--- config.mk ---
export PLATFORM = sky130hd
export DESIGN_NAME = dual_key_debounce_with_combo_hold
export DESIGN_NICKNAME = d
export VERILOG_FILES = /design/src/rtl/dkd_pkg.sv /design/src/rtl/dkd_lane.sv /design/src/rtl/dkd_merge.sv /design/src/rtl/dual_key_debounce_with_combo_hold.sv
export SDC_FILE = /design/constraint.sdc
export NUM_CORES = 1
export LEC_CHECK = 0
export BUFFER_PORTS_ARGS = -buffer_cell sky130_fd_sc_hd__buf_2
export CAP_MARGIN = 40
export CORE_UTILIZATION = 45
export DETAILED_ROUTE_END_ITERATION = 7
export PLACE_DENSITY = 0.75
export SLEW_MARGIN = 0
export SYNTH_ARGS = -nofsm -noshare
export SYNTH_HDL_FRONTEND = slang
export SYNTH_SLANG_ARGS = --single-unit
export TNS_END_PERCENT = 5
--- constraint.sdc ---
create_clock -name clk -period 7.25 [get_ports clk]
set_input_delay 0.725 -clock clk [delete_from_list [all_inputs] [get_ports clk]]
set_output_delay 0.725 -clock clk [all_outputs]
set_load 0.01 [all_outputs]
--- src/rtl/dkd_pkg.sv ---
// Shared types and constants for the two-key debouncer with combo hold.
// No dependencies.
`default_nettype none

package dkd_pkg;

  localparam int TIME_WIDTH_DEF = 32;
  localparam logic [15:0] DEBOUNCE_RESET = 16'd20;
  localparam logic [15:0] HOLD_RESET = 16'd2000;

  localparam int REG_COUNT = 2;
  localparam int ADDR_WIDTH = 3;

  typedef enum logic [1:0] {
    PH_IDLE       = 2'd0,
    PH_PRESS_DB   = 2'd1,
    PH_PRESSED    = 2'd2,
    PH_RELEASE_DB = 2'd3
  } phase_t;

  typedef enum logic [1:0] {
    EV_CONFIRM = 2'd0,
    EV_BACK    = 2'd1,
    EV_RESET   = 2'd2
  } event_t;

  typedef enum logic {
    REG_DEBOUNCE = 1'b0,
    REG_HOLD     = 1'b1
  } reg_idx_t;

  typedef struct packed {
    logic pressed;
    logic pressed_next;
    logic hit;
  } lane_status_t;

endpackage

`default_nettype wire

--- src/rtl/dkd_lane.sv ---
// One key's four-phase debouncer lane.
// Depends on dkd_pkg.
`default_nettype none

module dkd_lane #(
  parameter int TIME_WIDTH = dkd_pkg::TIME_WIDTH_DEF
) (
  input  wire logic                  clk,
  input  wire logic                  rst,
  input  wire logic                  accept,
  input  wire logic [TIME_WIDTH-1:0] now,
  input  wire logic                  level,
  input  wire logic [15:0]           debounce_ms,
  output dkd_pkg::lane_status_t      status
);

  dkd_pkg::phase_t phase, phase_next;
  logic prev_level, prev_level_next;
  logic [TIME_WIDTH-1:0] mark, mark_next;
  logic [TIME_WIDTH-1:0] elapsed;
  logic settled;
  logic hit;

  assign elapsed = now - mark;
  assign settled = elapsed >= TIME_WIDTH'(debounce_ms);

  always_comb begin
    phase_next = phase;
    unique case (phase)
      dkd_pkg::PH_IDLE: begin
        if (!level && prev_level) phase_next = dkd_pkg::PH_PRESS_DB;
      end
      dkd_pkg::PH_PRESS_DB: begin
        if (settled) phase_next = level ? dkd_pkg::PH_IDLE : dkd_pkg::PH_PRESSED;
      end
      dkd_pkg::PH_PRESSED: begin
        if (level && !prev_level) phase_next = dkd_pkg::PH_RELEASE_DB;
      end
      dkd_pkg::PH_RELEASE_DB: begin
        if (settled) phase_next = dkd_pkg::PH_IDLE;
      end
      default: phase_next = dkd_pkg::PH_IDLE;
    endcase
  end

  always_comb begin
    mark_next = mark;
    prev_level_next = level;
    hit = 1'b0;
    unique case (phase)
      dkd_pkg::PH_IDLE: begin
        if (!level && prev_level) mark_next = now;
      end
      dkd_pkg::PH_PRESS_DB: begin
        if (settled && !level) begin
          hit = 1'b1;
          prev_level_next = prev_level;
        end
      end
      dkd_pkg::PH_PRESSED: begin
        if (level && !prev_level) mark_next = now;
      end
      dkd_pkg::PH_RELEASE_DB: begin
        mark_next = mark;
      end
      default: mark_next = mark;
    endcase
  end

  always_ff @(posedge clk) begin
    if (rst) begin
      phase <= dkd_pkg::PH_IDLE;
      prev_level <= 1'b1;
      mark <= '0;
    end else if (accept) begin
      phase <= phase_next;
      prev_level <= prev_level_next;
      mark <= mark_next;
    end
  end

  assign status.pressed = (phase == dkd_pkg::PH_PRESSED);
  assign status.pressed_next = (phase_next == dkd_pkg::PH_PRESSED);
  assign status.hit = hit;

endmodule

`default_nettype wire

--- src/rtl/dkd_merge.sv ---
// Merge stage: combo hold timer, event priority and two-entry output buffer.
// Depends on dkd_pkg.
`default_nettype none

module dkd_merge #(
  parameter int TIME_WIDTH = dkd_pkg::TIME_WIDTH_DEF
) (
  input  wire logic                  clk,
  input  wire logic                  rst,
  input  wire logic                  accept,
  input  wire logic [TIME_WIDTH-1:0] now,
  input  wire logic [15:0]           hold_ms,
  input  wire dkd_pkg::lane_status_t confirm_st,
  input  wire dkd_pkg::lane_status_t back_st,
  output logic                       room,
  output logic                       out_valid,
  input  wire logic                  out_ready,
  output dkd_pkg::event_t            out_event
);

  logic both;
  logic fire;
  logic have;
  dkd_pkg::event_t ev;
  logic combo_running;
  logic [TIME_WIDTH-1:0] combo_start;
  logic push, pop;
  logic head_valid, skid_valid;
  dkd_pkg::event_t head, skid;

  assign both = confirm_st.pressed_next && back_st.pressed_next;
  assign fire = both && combo_running && ((now - combo_start) > TIME_WIDTH'(hold_ms));
  assign have = fire || confirm_st.hit || back_st.hit;

  always_comb begin
    priority if (fire) ev = dkd_pkg::EV_RESET;
    else if (back_st.hit) ev = dkd_pkg::EV_BACK;
    else ev = dkd_pkg::EV_CONFIRM;
  end

  always_ff @(posedge clk) begin
    if (rst) begin
      combo_running <= 1'b0;
      combo_start <= '0;
    end else if (accept) begin
      if (!both || fire) begin
        combo_running <= 1'b0;
      end else if (!combo_running) begin
        combo_running <= 1'b1;
        combo_start <= now;
      end
    end
  end

  // head drives the port, skid catches a request while head is stalled
  assign push = accept && have;
  assign pop = head_valid && out_ready;
  assign room = !skid_valid;

  always_ff @(posedge clk) begin
    if (rst) begin
      head_valid <= 1'b0;
      skid_valid <= 1'b0;
    end else if (pop) begin
      if (skid_valid) begin
        head <= skid;
        skid_valid <= 1'b0;
      end else if (push) begin
        head <= ev;
      end else begin
        head_valid <= 1'b0;
      end
    end else if (push) begin
      if (!head_valid) begin
        head <= ev;
        head_valid <= 1'b1;
      end else begin
        skid <= ev;
        skid_valid <= 1'b1;
      end
    end
  end

  assign out_valid = head_valid;
  assign out_event = head;

`ifndef SYNTHESIS
  a_skid_needs_head: assert property (@(posedge clk) disable iff (rst)
    skid_valid |-> head_valid) else $error("skid holds a request with head empty");

  a_combo_both_pressed: assert property (@(posedge clk) disable iff (rst)
    combo_running |-> (confirm_st.pressed && back_st.pressed))
    else $error("combo timer running without both keys pressed");

  a_skid_fill_cause: assert property (@(posedge clk) disable iff (rst)
    $rose(skid_valid) |-> $past(head_valid && !out_ready))
    else $error("skid filled while head was free");
`endif

endmodule

`default_nettype wire

--- src/rtl/dual_key_debounce_with_combo_hold.sv ---
// Top level: two debouncer lanes, merge stage and APB register block.
// Depends on dkd_pkg, dkd_lane and dkd_merge.
//
//  channel  | handshake              | payload
//  ---------+------------------------+-----------------------------------
//  in       | in_valid / in_ready    | now_ms, confirm_level, back_level
//  out      | out_valid / out_ready  | key_event
//  apb      | psel, penable, pready  | paddr, pwrite, pwdata, prdata
//
// One scan per cycle while in_ready is high; both lanes update in the cycle
// a scan is accepted. Results are registered in a two-entry buffer.
// in_ready drops only when both buffer entries are held by a stalled output.
// Synchronous reset; no clearing pass, ready the cycle after reset.
`default_nettype none

module dual_key_debounce_with_combo_hold #(
  parameter int TIME_WIDTH = dkd_pkg::TIME_WIDTH_DEF
) (
  input  wire logic                           clk,
  input  wire logic                           rst,
  input  wire logic                           in_valid,
  output logic                                in_ready,
  input  wire logic [31:0]                    now_ms,
  input  wire logic                           confirm_level,
  input  wire logic                           back_level,
  output logic                                out_valid,
  input  wire logic                           out_ready,
  output logic [1:0]                          key_event,
  input  wire logic                           psel,
  input  wire logic                           penable,
  input  wire logic                           pwrite,
  input  wire logic [dkd_pkg::ADDR_WIDTH-1:0] paddr,
  input  wire logic [31:0]                    pwdata,
  output logic [31:0]                         prdata,
  output logic                                pready
);

  logic [15:0] debounce_ms;
  logic [15:0] hold_ms;
  logic accept;
  logic room;
  logic [TIME_WIDTH-1:0] now;
  dkd_pkg::lane_status_t confirm_st, back_st;
  dkd_pkg::event_t out_event;
  dkd_pkg::reg_idx_t reg_sel;

  assign pready = 1'b1;
  assign reg_sel = dkd_pkg::reg_idx_t'(paddr[2]);

  always_ff @(posedge clk) begin
    if (rst) begin
      debounce_ms <= dkd_pkg::DEBOUNCE_RESET;
      hold_ms <= dkd_pkg::HOLD_RESET;
    end else if (psel && penable && pwrite && pready) begin
      unique case (reg_sel)
        dkd_pkg::REG_DEBOUNCE: debounce_ms <= pwdata[15:0];
        dkd_pkg::REG_HOLD:     hold_ms <= pwdata[15:0];
        default:               debounce_ms <= debounce_ms;
      endcase
    end
  end

  always_comb begin
    unique case (reg_sel)
      dkd_pkg::REG_DEBOUNCE: prdata = {16'd0, debounce_ms};
      dkd_pkg::REG_HOLD:     prdata = {16'd0, hold_ms};
      default:               prdata = '0;
    endcase
  end

  assign now = TIME_WIDTH'(now_ms);
  assign in_ready = room;
  assign accept = in_valid && in_ready;

  dkd_lane #(.TIME_WIDTH(TIME_WIDTH)) u_confirm (
    .clk         (clk),
    .rst         (rst),
    .accept      (accept),
    .now         (now),
    .level       (confirm_level),
    .debounce_ms (debounce_ms),
    .status      (confirm_st)
  );

  dkd_lane #(.TIME_WIDTH(TIME_WIDTH)) u_back (
    .clk         (clk),
    .rst         (rst),
    .accept      (accept),
    .now         (now),
    .level       (back_level),
    .debounce_ms (debounce_ms),
    .status      (back_st)
  );

  dkd_merge #(.TIME_WIDTH(TIME_WIDTH)) u_merge (
    .clk        (clk),
    .rst        (rst),
    .accept     (accept),
    .now        (now),
    .hold_ms    (hold_ms),
    .confirm_st (confirm_st),
    .back_st    (back_st),
    .room       (room),
    .out_valid  (out_valid),
    .out_ready  (out_ready),
    .out_event  (out_event)
  );

  assign key_event = out_event;

endmodule

`default_nettype wire
Yosys cells after proc, flatten, opt, wreduce, memory -nomap -nowiden
Index checks and enable logic that the tools add are counted.
- reductions and logical operators: 41
- mux-type cells: 39
- order comparisons: 3
- bitwise operators: 5
- equal/unequal tests: 17
- $add $sub $neg: 3
- operators by type and width (cell ; number):
    case mux 32 bit (2 select lines) ; 3
    two-way mux 32 bit ; 4
    subtractor 32 bit ; 3
    >= comparator 32 x 16 -> 1 bit ; 2
    greater-than comparator 32 x 16 -> 1 bit ; 1
    two-way mux 2 bit ; 16
    case mux 2 bit (4 select lines) ; 2
    AND reduction 4 bit ; 4
    logical AND 1 bit ; 14
    two-way mux 1 bit ; 14
    equality test 2 bit, second input constant ; 6
    inequality test 2 x 1 -> 1 bit, second input constant ; 5
    AND reduction 2 bit ; 5
    inequality test 2 bit, second input constant ; 4
    nonzero test 2 bit ; 4
    zero test 1 bit ; 6
    AND reduction 3 bit ; 2
    inverter 1 bit ; 5
    equality test 2 x 1 -> 1 bit, second input constant ; 2
    zero test 2 bit ; 2
    logical OR 1 bit ; 3
    OR reduction 2 bit ; 1
- output and inout port bits: 37
- word-level logic and storage cells: 122
- register bits after elaboration: 141
- input port bits: 76

Depth between registers and ports, before layout
- depth in word-level cells: 14
- gate-level depth with buffers: 23
- depth with buffers taken out: 22

Cells and area by module
Synthesis repeated with hierarchy kept, for this count alone.
- cells, all modules: 1764
- area, all modules: 12912.4 µm²
- modules (own cells, without submodules) (module ; seq. area each (µm²) ; cells an instance ; area an instance (µm²) ; instances):
    dkd_merge ; 820.8 ; 551 ; 3920.0 ; 1
    dkd_lane (u_confirm) ; 700.7 ; 520 ; 3647.2 ; 1
    dkd_lane (u_back) ; 700.7 ; 524 ; 3633.5 ; 1
    dual_key_debounce_with_combo_hold ; 640.6 ; 169 ; 1711.6 ; 1

Worst setup path before layout
Ideal clock, no wire load.
- path type: input to register
- start point: input now_ms[0]
- end point: register u_merge.head[0], in the netlist u_merge.out_event[0], enable pin
- stages: 20
- required time: 6.996 ns
- slack: 2.406 ns
- data arrival time: 4.590 ns
- buffers on the path: 0
- setup time: 0.254 ns
- cells stage by stage: inv_1 ha_1 fa_1 nor2b_1 o2111ai_1 a21oi_1 nor2_1 o21ai_0 xor2_1 ha_1 a21oi_1 a21boi_0 a2111oi_0 nand4_1 a2111oi_0 nand4_1 nor4_2 nand3b_4 o211a_2 o2bb2ai_1
- word-level cells in the longest chain between the ends: 13
- elaborated cells on any way between the ends: 29
- classes of those cells: add/sub (3); order compare (3); eq/ne (2); mux (10); reduce/logical (11)
- ends and longest elaborated chain (item ; line ; source):
    from (decl) ; dual_key_debounce_with_combo_hold.sv:23 ; input wire logic [31:0] now_ms,
    subtractor 32 bit ; dkd_lane.sv:24 ; assign elapsed = now - mark;
    >= comparator 32 x 16 -> 1 bit ; dkd_lane.sv:25 ; assign settled = elapsed >= TIME_WIDTH'(debounce_ms);
    two-way mux 2 bit, on equally long branches ; dkd_lane.sv:40, dkd_lane.sv:34 ;
    case mux 2 bit (4 select lines) ; dkd_lane.sv:29 ; unique case (phase)
    equality test 2 bit ; dkd_lane.sv:83 ; assign status.pressed_next = (phase_next == dkd_pkg::PH_PRESSED);
    logical AND 1 bit ; dkd_merge.sv:31 ; assign both = confirm_st.pressed_next && back_st.pressed_next;
    logical AND 1 bit (2 in series) ; dkd_merge.sv:32 ; assign fire = both && combo_running && ((now - combo_start) > TIME_WIDTH'(hold_ms));
    logical OR 1 bit ; dkd_merge.sv:33 ; assign have = fire || confirm_st.hit || back_st.hit;
    logical OR 1 bit * ; dkd_merge.sv:33 ;
    logical AND 1 bit * ; dkd_merge.sv:56 ; assign push = accept && have;
    nonzero test 2 bit (no line) ; -- ;
    AND reduction 4 bit (no line) * ; -- ;
    to (signal assigned) ; dkd_merge.sv:66 ; head <= skid;
    to (signal assigned) ; dkd_merge.sv:69 ; head <= ev;
    to (signal assigned) ; dkd_merge.sv:75 ; head <= ev;
    to (decl) ; dkd_merge.sv:29 ; dkd_pkg::event_t head, skid;
Every way passes the cells marked *; elsewhere a longest branch is shown, timed or not.
A chain may end at the register's enable or synchronous reset.

Worst setup path after layout
- start point: input now_ms[0]
- end point: register u_merge.combo_start[12]
- word-level cells in the longest chain between the ends: 11
- elaborated cells on any way between the ends: 21
- classes of those cells: add/sub (3); order compare (3); eq/ne (2); mux (6); bitwise (1); reduce/logical (6)
- ends and longest elaborated chain (item ; line ; source):
    subtractor 32 bit ; dkd_lane.sv:24 ;
    >= comparator 32 x 16 -> 1 bit ; dkd_lane.sv:25 ;
    two-way mux 2 bit, on equally long branches ; dkd_lane.sv:40, dkd_lane.sv:34 ;
    case mux 2 bit (4 select lines) ; dkd_lane.sv:29 ;
    equality test 2 bit ; dkd_lane.sv:83 ;
    logical AND 1 bit ; dkd_merge.sv:31 ;
    logical AND 1 bit (2 in series) ; dkd_merge.sv:32 ;
    logical OR 1 bit * ; dkd_merge.sv:46 ; if (!both || fire) begin
    inverter 1 bit (no line) * ; -- ;
    AND reduction 3 bit (no line) * ; -- ;
    to (signal assigned) ; dkd_merge.sv:50 ; combo_start <= now;
    to (decl) ; dkd_merge.sv:26 ; logic [TIME_WIDTH-1:0] combo_start;
Marks and branches as above.

==> metrics.cfg <==
[outcome]
outcome=finished, final reports clean

[detailed_routing]
drtIter0Drc=1011
avgViaCountPerCell=5.716
wl_um=37550
first_pass_iters=6
drc=0
via_count=12410
wl_per_cell_um=17.29
ant_nets=0

[cts]
clockRootBuffer=clkbuf_16
hold_buffers=0
cts.path.max_buffers=2
clkTransAtPathRegs_ns=0.07
cts.repair.resized=0
cts_made_buffers=17
post_cts_buffers=0
htreeDepth=4
cts_tree=yes
clk_latency_ns=0.44
cts_sinks=141

[cells_and_area]
final_cell_mix=360 x nand2_1, 218 x a21oi_1, 160 x inv_1
area_growth_pct=8.040
seqCellArea_sq_um=2863
stdcell_area_sq_um=13840
multiInputGateArea_sq_um=8827
layout-drive-gt1-share=0.08979
num-fill-cells=2739
diodes=0
layout_commonest_cell=nand2_1
final_net_count=2000

[timing]
tightestPinTransition_ns=0.8054
skew_ns=0.01735
rsz0062_at_grt=no
maxSlewViolCount=0
tns_ns=0
finalCriticalPeriod_ns=5.514
relSlewSlack=0.4631
setup_viol_count_final=0
fin_crit_sh=0.7606
hold_viol=0
fmax_ghz=0.1814

[floorplanning]
die_h_um=170.7
rows=61
die-area_sq_um=29140
die_w_um=170.7
core-area_sq_um=27860
initial_utilization=0.4597
pin_count=113

[hold_path]
hold_class=reg2reg

[placement]
hpwl_um=28650
place.gp.congestion=1.001
place_area_sq_um=13250
numPortBuffers=77

[pwr]
peakVddDrop_uv=166.7
power.leakage_uw=0.005352
power_density_nw_per_um2=178.9
power_uw=2476

[yosys]
ys_top_cells_by_area=dfxtp_1 21%, ha_1 14%, nand2_1 11%
synth_top_cell_area_share=0.2141
ys_seq_elements=141
ys_seq_area_frac=0.2235
yosys_most_used_dff=dfxtp_1
synth_top_cell_by_area=dfxtp_1
ys_types=102
netlist_area_sq_um=12810
synthArstFlopShare=0
postSynthCellCount=1753
syn_area_per_cell_sq_um=7.306
synth_edf_count=4
yosys_warnings=0

[grt]
antenna_found_initial=0
grt_pass1_vias=11550
grt-ovfl-total=0
grt_use_total=0.2611
grt_pass1_wl_um=59660
grt_max_degree=79

[worst_setup_path]
worstSetupStartpointType=primary input
critPathKind=in2reg
worstPathArrival_ns=5.80
required_ns=7.54
crit_fanout=32
end_kind=flip-flop

[run]
timing.max_cap.violations=0

[per-stage QoR]
step,cells,utilization,setup slack [ns],hold slack [ns]
floorplan,1768,-,2.406,0.4347
global placement,2137,0.4741,1.522,0.4415
detailed placement,2139,0.4755,1.365,0.4468
CTS,2171,0.4967,1.807,0.4565
global route,2171,0.4967,1.311,0.4709
finish,2171,0.4967,1.736,0.4552
[sequential cells by signal, summed over array words and instances (netlist names)]
name	count
u_confirm.phase	2
hold_ms	16
debounce_ms	16
u_back.prev_level	1
u_back.mark	32
u_confirm.mark	32
u_merge.out_event	2
u_merge.out_valid	1
u_merge.skid	2
u_merge.combo_running	1
u_confirm.prev_level	1
u_merge.combo_start	32
u_back.phase	2
u_merge.skid_valid	1
[per-layer routing]
metal  vias up  GRT usage  wire length [um]
li1       6166          -                 -
met1      5813     0.3500             17570
met2       367     0.4252             17130
met3        63    0.03030              1779
met4         0     0.1038              1066
met5         -          0                 0
[cell families (layout without fill, tap and decap cells)]
group,after synthesis,after routing,synth area share
buf+inv,254,279,0.09242
flops,141,141,0.2235
compound gates,492,492,0.2459
mux,40,40,0.03136
xor+xnor,69,69,0.04719
simple gates,611,611,0.2166
other cells,2,17,0.0005864
fa+ha+maj,144,144,0.1424
[cell usage after synthesis (all sizes together) (9+ instances only)]
cell type and count:
a21o 32, xor2 29, xnor2 40, buf 43
dfxtp 137, a31oi 11, nor4 14, o31ai 10
mux2i 39, nor2b 9, a21oi 224, nor3 21
o211ai 22, nor2 77, o21a 15, o21ai 90
clkbuf 48, and3 9, inv 161, nand3 27
nand4 44, nand2 361, ha 141
[cell type report]
type,count,share of cell area
multi-input combinational,1373,0.6379
clock buffer,18,0.03255
sequential,141,0.2069
tap,378,0.03418
timing repair buffer,86,0.03463
inverter,161,0.04367
clock inverter,14,0.01013
[final timing paths]
kind | from | endpoint | slack [ns] | cells after the start
worst min register to register | u_back.mark[7] | u_back.mark[7] | 0.46 | 2
worst max-delay path | now_ms[0] | u_merge.combo_start[12] | 1.74 | 22
worst min-delay path | u_back.mark[7] | u_back.mark[7] | 0.46 | 2
worst max register to register | u_back.mark[0] | u_merge.combo_start[12] | 1.92 | 20
[worst max-delay path: stages]
cell	delay, ns
buf_2	0.12
inv_1	0.08
ha_1	0.23
fa_1	0.41
nor2b_1	0.21
o2111ai_1	0.18
a21oi_1	0.39
nor2_1	0.14
o21ai_0	0.25
xor2_1	0.19
ha_1	0.27
a21oi_1	0.13
a21boi_0	0.14
a2111oi_0	0.36
nand4_1	0.18
a2111oi_0	0.41
nand4_1	0.17
nor4_2	0.32
nand3b_4	0.26
a2111oi_4	0.08
buf_4	0.33
mux2i_1	0.20
[power by group]
group,internal [uW],switching [uW]
clock,479,424
sequential,802,14.4
combinational,284,473
Note: power is estimated with default switching activity, not from simulation.
